--- src/hdl/itc_pkg.sv ---
// Shared types, constants and helpers for the impact trigger and capture block.
// Depends on nothing; every other file in hdl imports it.
`default_nettype none

package itc_pkg;

    // Capture buffer size and the widths that follow from it.
    localparam int CAPTURE_DEPTH = 32;
    localparam int ADDR_W        = (CAPTURE_DEPTH > 1) ? $clog2(CAPTURE_DEPTH) : 1;
    localparam int COUNT_W       = $clog2(CAPTURE_DEPTH + 1);

    // Sample and result field widths.
    localparam int RAW_W   = 13;
    localparam int AXIS_W  = 8;
    localparam int LEVEL_W = 8;
    localparam int KIND_W  = 2;

    // Q8.8 filter values, their squares and the magnitude.
    localparam int FRAC_W = 8;
    localparam int FILT_W = 16;
    localparam int SUM_W  = 32;
    localparam int MAG_W  = 16;

    // Filter update: floor((9*f + 256*v + 5) / 10) through a reciprocal multiply.
    localparam int NUM_W    = 19;
    localparam int RECIP_SH = 23;
    localparam int RECIP_W  = 20;
    localparam logic [RECIP_W-1:0] RECIP = RECIP_W'(((1 << RECIP_SH) + 9) / 10);
    localparam int PROD_W   = NUM_W + RECIP_W;

    // Square root unit.
    localparam int ROOT_STEPS = MAG_W;
    localparam int STEP_W     = $clog2(ROOT_STEPS);
    localparam int REM_W      = MAG_W + 4;

    // Result kinds.
    localparam logic [KIND_W-1:0] KIND_RATE = 2'd0;
    localparam logic [KIND_W-1:0] KIND_CAPT = 2'd1;
    localparam logic [KIND_W-1:0] KIND_PEAK = 2'd2;

    // Three absolute axis counts; element 2 is x, 1 is y, 0 is z.
    typedef logic [2:0][AXIS_W-1:0] axis_vec_t;

    // Control into and status out of the filter and magnitude engine.
    typedef struct packed {
        logic start;
        logic seed;
    } fmag_ctrl_t;

    typedef struct packed {
        logic             done;
        logic [MAG_W-1:0] mag;
    } fmag_stat_t;

    // Engine sequencer states.
    typedef enum logic [2:0] {
        FM_IDLE,
        FM_NUM,
        FM_MUL,
        FM_UPD,
        FM_SQR,
        FM_ACC,
        FM_GO,
        FM_ROOT
    } fmag_state_t;

    // Top level control states.
    typedef enum logic [2:0] {
        T_IDLE,
        T_WATCH,
        T_TRIG,
        T_READ,
        T_START,
        T_DUMP,
        T_EMIT1,
        T_EMIT2
    } top_state_t;

    // Keep bits 12..5 as a signed count and take its absolute value (0..128).
    function automatic logic [AXIS_W-1:0] reduce_axis(input logic [RAW_W-1:0] raw);
        logic [AXIS_W-1:0] r;
        r = raw[RAW_W-1:RAW_W-AXIS_W];
        return r[AXIS_W-1] ? AXIS_W'(9'd256 - {1'b0, r}) : r;
    endfunction

endpackage

`default_nettype wire

--- src/hdl/itc_store.sv ---
// Capture buffer: one write port and one registered read port.
// Depends on itc_pkg for depth and entry format.
`default_nettype none

module itc_store (
    input  wire                    clk,
    input  wire                    wr_en,
    input  wire [itc_pkg::ADDR_W-1:0] wr_addr,
    input  itc_pkg::axis_vec_t     wr_data,
    input  wire                    rd_en,
    input  wire [itc_pkg::ADDR_W-1:0] rd_addr,
    output itc_pkg::axis_vec_t     rd_data
);
    import itc_pkg::*;

    axis_vec_t mem [CAPTURE_DEPTH];
    axis_vec_t rd_data_reg;

    // Write port.
    always_ff @(posedge clk)
    begin
        if (wr_en)
        begin
            mem[wr_addr] <= wr_data;
        end
    end

    // Read port, registered on a read enable.
    always_ff @(posedge clk)
    begin
        if (rd_en)
        begin
            rd_data_reg <= mem[rd_addr];
        end
    end

    assign rd_data = rd_data_reg;

endmodule

`default_nettype wire

--- src/hdl/itc_sqrt.sv ---
// Bit-serial integer square root, one result bit per cycle.
// Depends on itc_pkg for widths.
`default_nettype none

module itc_sqrt (
    input  wire                       clk,
    input  wire                       rst_n,
    input  wire                       start,
    input  wire [itc_pkg::SUM_W-1:0]  radicand,
    output logic                      done,
    output logic [itc_pkg::MAG_W-1:0] root
);
    import itc_pkg::*;

    logic                busy_reg;
    logic                done_reg;
    logic [STEP_W-1:0]   step_reg;
    logic [SUM_W-1:0]    op_reg;
    logic [REM_W-1:0]    rem_reg;
    logic [MAG_W-1:0]    root_reg;

    logic [REM_W-1:0]    rem_shift;
    logic [REM_W-1:0]    trial;
    logic                fits;

    // One restoring step: bring down two bits and try the next root bit.
    always_comb
    begin
        rem_shift = {rem_reg[REM_W-3:0], op_reg[SUM_W-1:SUM_W-2]};
        trial     = REM_W'({root_reg, 2'b01});
        fits      = (rem_shift >= trial);
    end

    // Control.
    always_ff @(posedge clk or negedge rst_n)
    begin
        if (!rst_n)
        begin
            busy_reg <= 1'b0;
            done_reg <= 1'b0;
            step_reg <= '0;
        end
        else
        begin
            done_reg <= 1'b0;
            if (start)
            begin
                busy_reg <= 1'b1;
                step_reg <= '0;
            end
            else if (busy_reg)
            begin
                step_reg <= step_reg + 1'b1;
                if (step_reg == STEP_W'(ROOT_STEPS - 1))
                begin
                    busy_reg <= 1'b0;
                    done_reg <= 1'b1;
                end
            end
        end
    end

    // Datapath.
    always_ff @(posedge clk)
    begin
        if (start)
        begin
            op_reg   <= radicand;
            rem_reg  <= '0;
            root_reg <= '0;
        end
        else if (busy_reg)
        begin
            op_reg   <= {op_reg[SUM_W-3:0], 2'b00};
            rem_reg  <= fits ? (rem_shift - trial) : rem_shift;
            root_reg <= {root_reg[MAG_W-2:0], fits};
        end
    end

    assign done = done_reg;
    assign root = root_reg;

endmodule

`default_nettype wire

--- src/hdl/itc_fmag.sv ---
// Per-axis exponential filter and vector magnitude engine, one axis at a time.
// Depends on itc_pkg and instantiates itc_sqrt.
`default_nettype none

module itc_fmag (
    input  wire                 clk,
    input  wire                 rst_n,
    input  itc_pkg::fmag_ctrl_t ctrl,
    input  itc_pkg::axis_vec_t  v_in,
    output itc_pkg::fmag_stat_t stat
);
    import itc_pkg::*;

    fmag_state_t       state_reg;
    fmag_state_t       state_next;

    logic [1:0]        ax_reg;
    logic              seed_reg;
    axis_vec_t         v_reg;
    logic [FILT_W-1:0] f_reg [3];
    logic [NUM_W-1:0]  num_reg;
    logic [PROD_W-1:0] prod_reg;
    logic [SUM_W-1:0]  sq_reg;
    logic [SUM_W-1:0]  acc_reg;

    logic [FILT_W-1:0] f_cur;
    logic [AXIS_W-1:0] v_cur;
    logic              root_start;
    logic              root_done;
    logic [MAG_W-1:0]  root_val;

    assign f_cur = f_reg[ax_reg];
    assign v_cur = v_reg[ax_reg];

    // Next state.
    always_comb
    begin
        state_next = state_reg;
        case (state_reg)
            FM_IDLE: if (ctrl.start) state_next = FM_NUM;
            FM_NUM:  state_next = FM_MUL;
            FM_MUL:  state_next = FM_UPD;
            FM_UPD:  state_next = FM_SQR;
            FM_SQR:  state_next = FM_ACC;
            FM_ACC:  state_next = (ax_reg == 2'd2) ? FM_GO : FM_NUM;
            FM_GO:   state_next = FM_ROOT;
            FM_ROOT: if (root_done) state_next = FM_IDLE;
            default: state_next = FM_IDLE;
        endcase
    end

    // Outputs.
    always_comb
    begin
        root_start = (state_reg == FM_GO);
        stat.done  = (state_reg == FM_ROOT) && root_done;
        stat.mag   = root_val;
    end

    // Sequencer state and axis counter.
    always_ff @(posedge clk or negedge rst_n)
    begin
        if (!rst_n)
        begin
            state_reg <= FM_IDLE;
            ax_reg    <= '0;
        end
        else
        begin
            state_reg <= state_next;
            if (state_reg == FM_IDLE && ctrl.start)
            begin
                ax_reg <= '0;
            end
            else if (state_reg == FM_ACC && ax_reg != 2'd2)
            begin
                ax_reg <= ax_reg + 1'b1;
            end
        end
    end

    // Filter update and sum of squares datapath.
    always_ff @(posedge clk or negedge rst_n)
    begin
        if (!rst_n)
        begin
            f_reg[0] <= '0;
            f_reg[1] <= '0;
            f_reg[2] <= '0;
        end
        else if (state_reg == FM_UPD)
        begin
            f_reg[ax_reg] <= seed_reg ? {v_cur, {FRAC_W{1'b0}}}
                                      : prod_reg[RECIP_SH +: FILT_W];
        end
    end

    always_ff @(posedge clk)
    begin
        case (state_reg)
            FM_IDLE:
            begin
                if (ctrl.start)
                begin
                    v_reg    <= v_in;
                    seed_reg <= ctrl.seed;
                    acc_reg  <= '0;
                end
            end
            FM_NUM:
            begin
                // 9*f + 256*v + 5
                num_reg <= NUM_W'({f_cur, 3'b000}) + NUM_W'(f_cur)
                         + NUM_W'({v_cur, {FRAC_W{1'b0}}}) + NUM_W'(5);
            end
            FM_MUL:
            begin
                prod_reg <= PROD_W'(num_reg) * PROD_W'(RECIP);
            end
            FM_SQR:
            begin
                sq_reg <= SUM_W'(f_cur) * SUM_W'(f_cur);
            end
            FM_ACC:
            begin
                acc_reg <= acc_reg + sq_reg;
            end
            default:
            begin
            end
        endcase
    end

    itc_sqrt u_sqrt (
        .clk      (clk),
        .rst_n    (rst_n),
        .start    (root_start),
        .radicand (acc_reg),
        .done     (root_done),
        .root     (root_val)
    );

endmodule

`default_nettype wire

--- src/hdl/impact_trigger_capture_core.sv ---
// Impact trigger and capture top level; depends on itc_pkg, itc_store and itc_fmag.
// A watch sample runs a filter update and a square for each of the three axes, starts
// the root, runs the square root, then reports a trigger or goes back to idle.
// A trigger result waits for a free output register; no new sample is taken until idle.
// A capture sample is stored from idle; a dump filters and emits each entry, then the peak.
// Reset (asynchronous, active low) returns to watch mode with threshold 12.
`default_nettype none

module impact_trigger_capture_core (
    input  wire                          clk,
    input  wire                          rst_n,
    // Configuration write channel.
    input  wire                          cfg_valid,
    output logic                         cfg_ready,
    input  wire [itc_pkg::LEVEL_W-1:0]   cfg_data,
    // Sample channel.
    input  wire                          in_valid,
    output logic                         in_ready,
    input  wire signed [itc_pkg::RAW_W-1:0] accel_x,
    input  wire signed [itc_pkg::RAW_W-1:0] accel_y,
    input  wire signed [itc_pkg::RAW_W-1:0] accel_z,
    // Result channel.
    output logic                         out_valid,
    input  wire                          out_ready,
    output logic [itc_pkg::KIND_W-1:0]   kind,
    output logic [itc_pkg::LEVEL_W-1:0]  magnitude,
    output logic                         final_res
);
    import itc_pkg::*;

    top_state_t         state_reg;
    top_state_t         state_next;

    logic [LEVEL_W-1:0] level_reg;
    logic               capture_mode_reg;
    logic               seeded_reg;
    logic [COUNT_W-1:0] count_reg;
    logic [ADDR_W-1:0]  k_reg;
    logic [MAG_W-1:0]   peak_reg;

    logic               out_valid_reg;
    logic [KIND_W-1:0]  kind_reg;
    logic [LEVEL_W-1:0] mag_out_reg;
    logic               final_reg;

    logic               in_acc;
    logic               out_free;
    logic               count_full;
    logic               k_last;
    logic               hit;
    axis_vec_t          reduced;
    axis_vec_t          rd_data;
    axis_vec_t          eng_v;
    fmag_ctrl_t         eng_ctrl;
    fmag_stat_t         eng_stat;
    logic               store_we;
    logic               store_re;
    logic               out_load;
    logic [KIND_W-1:0]  load_kind;
    logic [LEVEL_W-1:0] load_mag;
    logic               load_final;

    // Sample reduction and status terms.
    always_comb
    begin
        reduced[2] = reduce_axis(accel_x);
        reduced[1] = reduce_axis(accel_y);
        reduced[0] = reduce_axis(accel_z);
        in_acc     = in_valid && in_ready;
        out_free   = !out_valid_reg || out_ready;
        count_full = (count_reg == COUNT_W'(CAPTURE_DEPTH));
        k_last     = (k_reg == ADDR_W'(CAPTURE_DEPTH - 1));
        hit        = (eng_stat.mag[MAG_W-1:FRAC_W] >= level_reg);
    end

    // Next state.
    always_comb
    begin
        state_next = state_reg;
        case (state_reg)
            T_IDLE:
            begin
                if (in_acc)
                begin
                    if (!capture_mode_reg)
                    begin
                        state_next = T_WATCH;
                    end
                    else if (count_full)
                    begin
                        state_next = T_READ;
                    end
                end
            end
            T_WATCH: if (eng_stat.done) state_next = hit ? T_TRIG : T_IDLE;
            T_TRIG:  if (out_free) state_next = T_IDLE;
            T_READ:  state_next = T_START;
            T_START: state_next = T_DUMP;
            T_DUMP:  if (eng_stat.done) state_next = T_EMIT1;
            T_EMIT1: if (out_free) state_next = k_last ? T_EMIT2 : T_READ;
            T_EMIT2: if (out_free) state_next = T_IDLE;
            default: state_next = T_IDLE;
        endcase
    end

    // Control outputs.
    always_comb
    begin
        in_ready       = (state_reg == T_IDLE);
        cfg_ready      = 1'b1;
        store_we       = in_acc && capture_mode_reg && !count_full;
        store_re       = (state_reg == T_READ);
        eng_ctrl.start = (in_acc && !capture_mode_reg) || (state_reg == T_START);
        eng_ctrl.seed  = (state_reg == T_IDLE) ? !seeded_reg : (k_reg == '0);
        eng_v          = (state_reg == T_IDLE) ? reduced : rd_data;
        out_load       = 1'b0;
        load_kind      = KIND_RATE;
        load_mag       = '0;
        load_final     = 1'b0;
        case (state_reg)
            T_TRIG:
            begin
                out_load   = out_free;
                load_kind  = KIND_RATE;
                load_final = 1'b1;
            end
            T_EMIT1:
            begin
                out_load  = out_free;
                load_kind = KIND_CAPT;
                load_mag  = eng_stat.mag[MAG_W-1:FRAC_W];
            end
            T_EMIT2:
            begin
                out_load   = out_free;
                load_kind  = KIND_PEAK;
                load_mag   = peak_reg[MAG_W-1:FRAC_W];
                load_final = 1'b1;
            end
            default:
            begin
            end
        endcase
    end

    // State, mode, seed flag, counters, threshold and peak.
    always_ff @(posedge clk or negedge rst_n)
    begin
        if (!rst_n)
        begin
            state_reg        <= T_IDLE;
            level_reg        <= LEVEL_W'(12);
            capture_mode_reg <= 1'b0;
            seeded_reg       <= 1'b0;
            count_reg        <= '0;
            k_reg            <= '0;
            peak_reg         <= '0;
        end
        else
        begin
            state_reg <= state_next;
            if (cfg_valid && cfg_ready)
            begin
                level_reg <= cfg_data;
            end
            if (store_we)
            begin
                count_reg <= count_reg + 1'b1;
            end
            case (state_reg)
                T_IDLE:
                begin
                    if (in_acc && capture_mode_reg && count_full)
                    begin
                        k_reg    <= '0;
                        peak_reg <= '0;
                    end
                end
                T_WATCH:
                begin
                    if (eng_stat.done)
                    begin
                        seeded_reg <= !hit;
                        if (hit)
                        begin
                            capture_mode_reg <= 1'b1;
                            count_reg        <= '0;
                            peak_reg         <= '0;
                        end
                    end
                end
                T_DUMP:
                begin
                    if (eng_stat.done && eng_stat.mag > peak_reg)
                    begin
                        peak_reg <= eng_stat.mag;
                    end
                end
                T_EMIT1:
                begin
                    if (out_free)
                    begin
                        k_reg <= k_reg + 1'b1;
                    end
                end
                T_EMIT2:
                begin
                    if (out_free)
                    begin
                        capture_mode_reg <= 1'b0;
                        seeded_reg       <= 1'b0;
                        count_reg        <= '0;
                    end
                end
                default:
                begin
                end
            endcase
        end
    end

    // Output register: valid flag.
    always_ff @(posedge clk or negedge rst_n)
    begin
        if (!rst_n)
        begin
            out_valid_reg <= 1'b0;
        end
        else if (out_load)
        begin
            out_valid_reg <= 1'b1;
        end
        else if (out_ready)
        begin
            out_valid_reg <= 1'b0;
        end
    end

    // Output register: payload of the transaction.
    always_ff @(posedge clk)
    begin
        if (out_load)
        begin
            kind_reg    <= load_kind;
            mag_out_reg <= load_mag;
            final_reg   <= load_final;
        end
    end

    assign out_valid = out_valid_reg;
    assign kind      = kind_reg;
    assign magnitude = mag_out_reg;
    assign final_res = final_reg;

    itc_store u_store (
        .clk     (clk),
        .wr_en   (store_we),
        .wr_addr (count_reg[ADDR_W-1:0]),
        .wr_data (reduced),
        .rd_en   (store_re),
        .rd_addr (k_reg),
        .rd_data (rd_data)
    );

    itc_fmag u_fmag (
        .clk   (clk),
        .rst_n (rst_n),
        .ctrl  (eng_ctrl),
        .v_in  (eng_v),
        .stat  (eng_stat)
    );

endmodule

`default_nettype wire
--- config.mk ---
export PLATFORM = sky130hd
export DESIGN_NAME = impact_trigger_capture_core
export DESIGN_NICKNAME = d
export VERILOG_FILES = /design/src/hdl/itc_pkg.sv /design/src/hdl/itc_store.sv /design/src/hdl/itc_sqrt.sv /design/src/hdl/itc_fmag.sv /design/src/hdl/impact_trigger_capture_core.sv
export SDC_FILE = /design/constraint.sdc
export NUM_CORES = 2
export LEC_CHECK = 0
export ABC_AREA = 1
export ABC_CLOCK_PERIOD_IN_PS = 11100
export BUFFER_PORTS_ARGS = -buffer_cell sky130_fd_sc_hd__buf_2
export CORE_MARGIN = 2
export CORE_UTILIZATION = 55
export DETAILED_ROUTE_END_ITERATION = 10
export GPL_TIMING_DRIVEN = 0
export PLACE_DENSITY = 0.77
export SETUP_SLACK_MARGIN = 0.15
export SYNTH_ARGS = -nofsm -noshare
export SYNTH_HDL_FRONTEND = slang
export SYNTH_SLANG_ARGS = --single-unit
--- constraint.sdc ---
create_clock -name clk -period 11.1 [get_ports clk]
set_input_delay 0.555 -clock clk [delete_from_list [all_inputs] [get_ports clk]]
set_output_delay 0.555 -clock clk [all_outputs]
set_load 0.01 [all_outputs]
## Word level (Yosys, flattened, before mapping)

Memory sizes are Yosys's and may differ from the RTL's. A register that Yosys moved wholly into a read port is not among the register bits.
Cells that the tools add are included.

- $add $sub $neg: 12
- $mul: 2
- Magnitude comparators: 6
- Equal/unequal tests: 31
- Muxes and demuxes: 70
- Bitwise operators: 1
- Reductions and logical operators: 37

Operators with widths:

| operator | count |
|---|---|
| $mux 16 | 8 |
| $mux 32 | 3 |
| $pmux 32 s2 | 1 |
| $bwmux 48 | 1 |
| $pmux 16 s3 | 1 |
| $mul 19x20->39 const B | 1 |
| $add 19x16->19 | 2 |
| $mux 3 | 11 |
| $add 32x32->32 | 1 |
| $bmux 16 s2 | 1 |
| $demux 16 s2 | 1 |
| $mul 16x16->32 | 1 |
| $mux 8 | 4 |
| $eq 3x3->1 const B | 8 |
| $mux 24 | 1 |
| $mux 6 | 4 |
| $pmux 3 s8 | 1 |
| $sub 1x8->8 const A | 3 |
| $pmux 3 s7 | 1 |
| $ge 20x18->1 | 1 |
| $add 19x3->19 const B | 1 |
| $mux 18 | 1 |
| $sub 18x18->18 | 1 |
| $mux 1 | 17 |
| other kinds (42) | 84 |

- Register bits: 324
- Bits in writable memories: 768
- Input port bits: 52
- Output and inout bits: 14
- Word-level logic and storage cells: 190
- Memories kept: 1

Memory list:

| name | words | width | rd ports | clocked after Yosys merged registers in | wr ports | line | source |
|---|---|---|---|---|---|---|---|
| u_store.mem | 32 | 24 | 1 | 1 | 1 | itc_store.sv:16 | `axis_vec_t mem [CAPTURE_DEPTH];` |

## Logic depth before layout (Yosys ltp)

- Word-level depth: 8
- Mapped depth: 35
- Depth with buffers taken out: 32

## Modules after synthesis

A second synthesis with hierarchy kept.

- Cell total of the unflattened synthesis: 6496
- Area, all modules: 63188.1 µm²

By module, submodules not included:

| module | times used | cells an instance | area an instance (µm²) | sequential area each (µm²) |
|---|---|---|---|---|
| itc_store | 1 | 2665 | 32000.7 | 23782.8 |
| itc_fmag | 1 | 2729 | 23221.0 | 5019.8 |
| itc_sqrt | 1 | 552 | 4066.4 | 1791.7 |
| impact_trigger_capture_core | 1 | 550 | 3900.0 | 1358.8 |

## Least setup slack after synthesis

OpenSTA, ideal clock, no wires.

- Path kind: reg2reg
- Start point: register u_fmag.ax_reg[0]
- End point: register u_fmag.sq_reg[28], data pin
- Library setup time: 258 ps
- Arrival time: 5801 ps
- Data required time: 10842 ps
- Setup slack: 5041 ps
- Stages on the path, launching flop included: 32
- Path buffers: 2
- Clock period less this slack: 6059 ps
- Cell sequence: dfrtp_1 > buf_2 > or2_2 > a32oi_1 > inv_2 > buf_2 > nand2_1 > inv_1 > fa_1 > inv_1 > fa_1 > inv_1 > fa_1 > inv_1 > fa_1 > inv_1 > fa_1 > inv_1 > fa_1 > inv_1 > ha_1 > nand2_1 > nor2_1 > nand2_1 > nand2_1 > nand2_1 > nand3_1 > nand2_1 > inv_1 > nor2_1 > nand2_1 > nand2_1

- Longest elaborated chain between the ends: 5

RTL lines:

| item | line | source |
|---|---|---|
| start, declared | itc_fmag.sv:17 | `logic [1:0] ax_reg;` |
| start signal, assigned | itc_fmag.sv:77 | `ax_reg <= ax_reg + 1'b1;` |
| $not 2->3 (not written as such) | itc_fmag.sv:32 | `assign f_cur = f_reg[ax_reg];` |
| $bmux 16 s2 | itc_fmag.sv:32 |  |
| $mux 16 (not written as such) (2 in series) | itc_fmag.sv:32 |  |
| $mul 16x16->32 | itc_fmag.sv:122 | `sq_reg <= SUM_W'(f_cur) * SUM_W'(f_cur);` |
| end signal, assigned | itc_fmag.sv:122 |  |
| end, declared | itc_fmag.sv:23 | `logic [SUM_W-1:0] sq_reg;` |

No other way between the ends. The select of a mux whose other input is x is not followed.
A chain may end at the register's enable or synchronous reset.

## Final worst setup path

- Start point: register u_fmag.ax_reg[1]
- End point: register u_fmag.sq_reg[31], data pin

The elaborated chain is that of the path after synthesis.

==> metrics.md <==
| Metric | Value |
|---|---|
| Max FFs per register | `between 700 and 800` |
| Initial antenna violation count | `10` |
| Synth Flop Type | `edfxtp_1` |
| CP max stage cell | `o21ai_1` |
| Sum Neg Setup Slack | `0 ns` |
| DP Area | `64400 um^2` |
| Antenna viol nets, final | `0` |
| Final worst-path cycle share | `0.689` |
| Post-synth ARST share | `0.0916` |
| CTS buffer count | `roughly 110` |
| Multi-input gate area | `roughly 26000 um^2` |
| Routability congestion estimate from global placement | `between 0.9 and 1` |
| WL/cell | `22.8 um` |
| DRC | `0` |
| Layout Nets | `just under 7000` |
| CTS tree | `done` |
| Die Footprint | `114000 um^2` |
| Reg area | `32000 um^2` |
| Via density | `slightly below 6` |
| Period minus WS final | `between 7 and 8 ns` |
| Most used cell, CP | `inv_1` |
| Routed vias | `approximately 46000` |
| Yosys cell types | `63` |
| Post-synthesis sequential area ratio | `0.524` |
| HP Start | `out_ready` |
| Placed Cells | `7588` |
| Failing checks | `max-capacitance violations, max-slew violations` |
| Starting Density | `0.553` |
| Remaining global-route overflow | `0` |
| Outcome | `complete, but fails checks` |
| Area growth, synth to finish | `11.5%` |
| Syn Area/Cell | `around 10 um^2` |
| Rel. slew slack | `-0.0641` |
| Die Wd | `between 300 and 400 um` |
| MaxCap Viol Count | `1` |
| Setup violators final | `0` |
| Peak Freq | `131 MHz` |
| DPL Wire Length | `127000 um` |
| Unrepaired setup endpoints after global routing | `no` |
| Skew-Pair Late Insertion Delay | `a little over 0.7 ns` |
| Drt total wl | `approximately 180000 um` |
| Initial drt markers | `between 6000 and 7000` |
| Number of synthesized flops with an enable pin | `958` |
| Largest net degree at the start of global routing | `between 60 and 70` |
| Synth Register Bits | `approximately 1100` |
| Die H | `between 300 and 400 um` |
| Root Driver | `clkbuf_16` |
| Number of global-route vias before repair | `~45000` |
| Design area | `slightly below 70000 um^2` |
| Row cnt | `122` |
| Setup repair bufs after CTS | `0` |
| Slew @ Worst Pin | `1.59 ns` |
| Largest family of logic cells by synthesized area | `adder cells` |
| Clock Pin Slew Worst Setup and Hold Paths | `about 0.060 ns` |
| Post-synthesis mux area share | `0.000369` |
| CTS Buffer Depth | `3` |
| Critical path origin | `u_fmag.ax_reg[1]` |
| Post-synthesis simple-gate area fraction | `0.137` |
| I/O Pins | `66` |
| GRT Overall Usage | `0.313` |
| Yosys Warn Count | `0` |
| Clock Sinks | `1092` |
| First-pass GRT wire length | `266000 um` |
| Post-Synth Adder-Cell Area | `0.160` |
| Share of layout cells above drive strength 1 | `0.0741` |
| H-tree depth | `3` |
| Worst-path fanout max | `13` |
| Final Hold Fails | `0` |
| Compound-Gate Fraction of Synth Area | `0.102` |
| XOR/XNOR Fraction of Synth Area | `0.0121` |
| WP data required | `about 12 ns` |
| Slowest stage delay, CP | `approximately 0.73 ns` |
| Port bufs | `47` |
| Clk_skew | `0.0496 ns` |
| Final Non-Filler Cells | `7795` |
| Critical path capture point type | `flop` |
| Startpoint Class | `flop` |
| Pre-Repair DR Iteration Count | `6` |
| Worst R2R Start | `u_fmag.ax_reg[1]` |
| Max-slew violations | `33` |
| Core box area | `110000 um^2` |
| Min-Delay Path Class | `in2reg` |
| Post-Syn Instances | `6011` |
| Mapped Nets | `between 6000 and 7000` |
| Arrival time at the worst endpoint | `approximately 8 ns` |
| FILL cells | `8581` |
| Mapped cell area | `approximately 60000 um^2` |
| WS Path Type | `reg2reg` |
## what timing repair did
action                    CTS  global route
hold endpoints to repair   31             0
resized for setup           0             0
hold buffers                1             0
## per-layer routing
layer / vias to the layer above / GRT usage / wire length [um]
met1: 22241 / 0.419 / 67200
li1: 20650 / - / -
met2: 2889 / 0.475 / 78000
met5: - / 0 / 90
met4: 12 / 0.129 / 8470
met3: 483 / 0.0969 / 24300
## stage by stage
step | setup slack (ns) | util | hold WS, ns
after global routing | 3.16 | 0.616 | 0.0501
after floorplan | 5.04 | - | 0.259
after CTS | 3.60 | 0.616 | 0.0438
after detailed placement | 3.70 | 0.584 | 0.441
final | 3.46 | 0.616 | 0.0471
after global placement | 3.73 | 0.572 | 0.441
## cells in the final DEF, fill, tap and decap left out, drive strengths merged, types with 43 or more instances in the layout
cell type	instances
nor2	731
fa	269
edfxtp	958
nand4	43
o21ai	611
o22ai	184
nand3	131
dfrtp	98
nand2	1082
buf	172
inv	793
clkbuf	266
a21oi	224
clkinv	49
ha	350
nor3	46
xor2	59
## cell families (layout without fill, tap and decap cells)
group,after synthesis,count (layout)
mux,2,2
buf+inv,1002,1294
simple gates,2078,2078
fa+ha+maj,619,619
other cells,1,5
compound gates,1133,1133
xor+xnor,84,84
flops,1092,1092
## worst paths after layout
check / to / slack (ns) / depth (start not counted)
worst max register to register: u_fmag.sq_reg[31] / 3.46 / 28
min in group asynchronous: level_reg[5] / 0.34 / 2
worst min register to register: u_fmag.u_sqrt.rem_reg[17] / 0.45 / 2
worst max-delay path: u_fmag.sq_reg[31] / 3.46 / 28
worst min-delay path: out_valid / 0.05 / 2
max in group asynchronous: u_fmag.f_reg[5] / 10.02 / 3
## Yosys cell counts, types with 6 or more instances
master,instances,area share
o22ai_1,184,0.019
a22oi_1,17,0.0021
or2_2,26,0.0027
nand2_2,6,0.00062
a211oi_1,16,0.0020
nand3_1,130,0.011
o21bai_1,13,0.0016
buf_2,63,0.0052
dfxtp_1,34,0.011
xnor2_1,25,0.0036
a32oi_1,11,0.0016
o21ai_0,563,0.046
buf_1,6,0.00037
a21oi_1,224,0.018
nand3b_1,7,0.00086
xor2_1,59,0.0085
o21a_1,18,0.0022
o21ai_1,44,0.0036
a21o_1,12,0.0015
edfxtp_1,958,0.47
nor2_1,721,0.044
ha_1,350,0.072
dfrtp_1,98,0.040
inv_1,763,0.047
clkbuf_1,134,0.0082
buf_4,9,0.0011
nand2_1,1073,0.066
inv_2,21,0.0013
nor2_2,7,0.00072
nand4_1,43,0.0044
nor3_1,42,0.0034
fa_1,269,0.088
## worst max-delay path, delay by kind of cell, from the launching register on
kind                       cells  cell delay, ns
adders and majority gates      8            3.23
AOI/OAI and AO/OA              5            1.68
buffers and inverters         10            1.44
and+or+nand+nor                5            0.66
DFF                            1            0.34
## layout make-up
class | instances | area share
multi-input cells | 3917 | 0.377
clock inverters | 70 | 0.0103
diodes | 4 | 0.000147
plain buffers | 217 | 0.0142
flip-flops and latches | 1092 | 0.470
repair buffers | 90 | 0.0158
well taps | 1488 | 0.0274
clock buffers | 132 | 0.0420
inverters | 785 | 0.0434
Power is not shown: default switching activity piles up to over one toggle a cycle in this logic, so the estimate is an artifact.
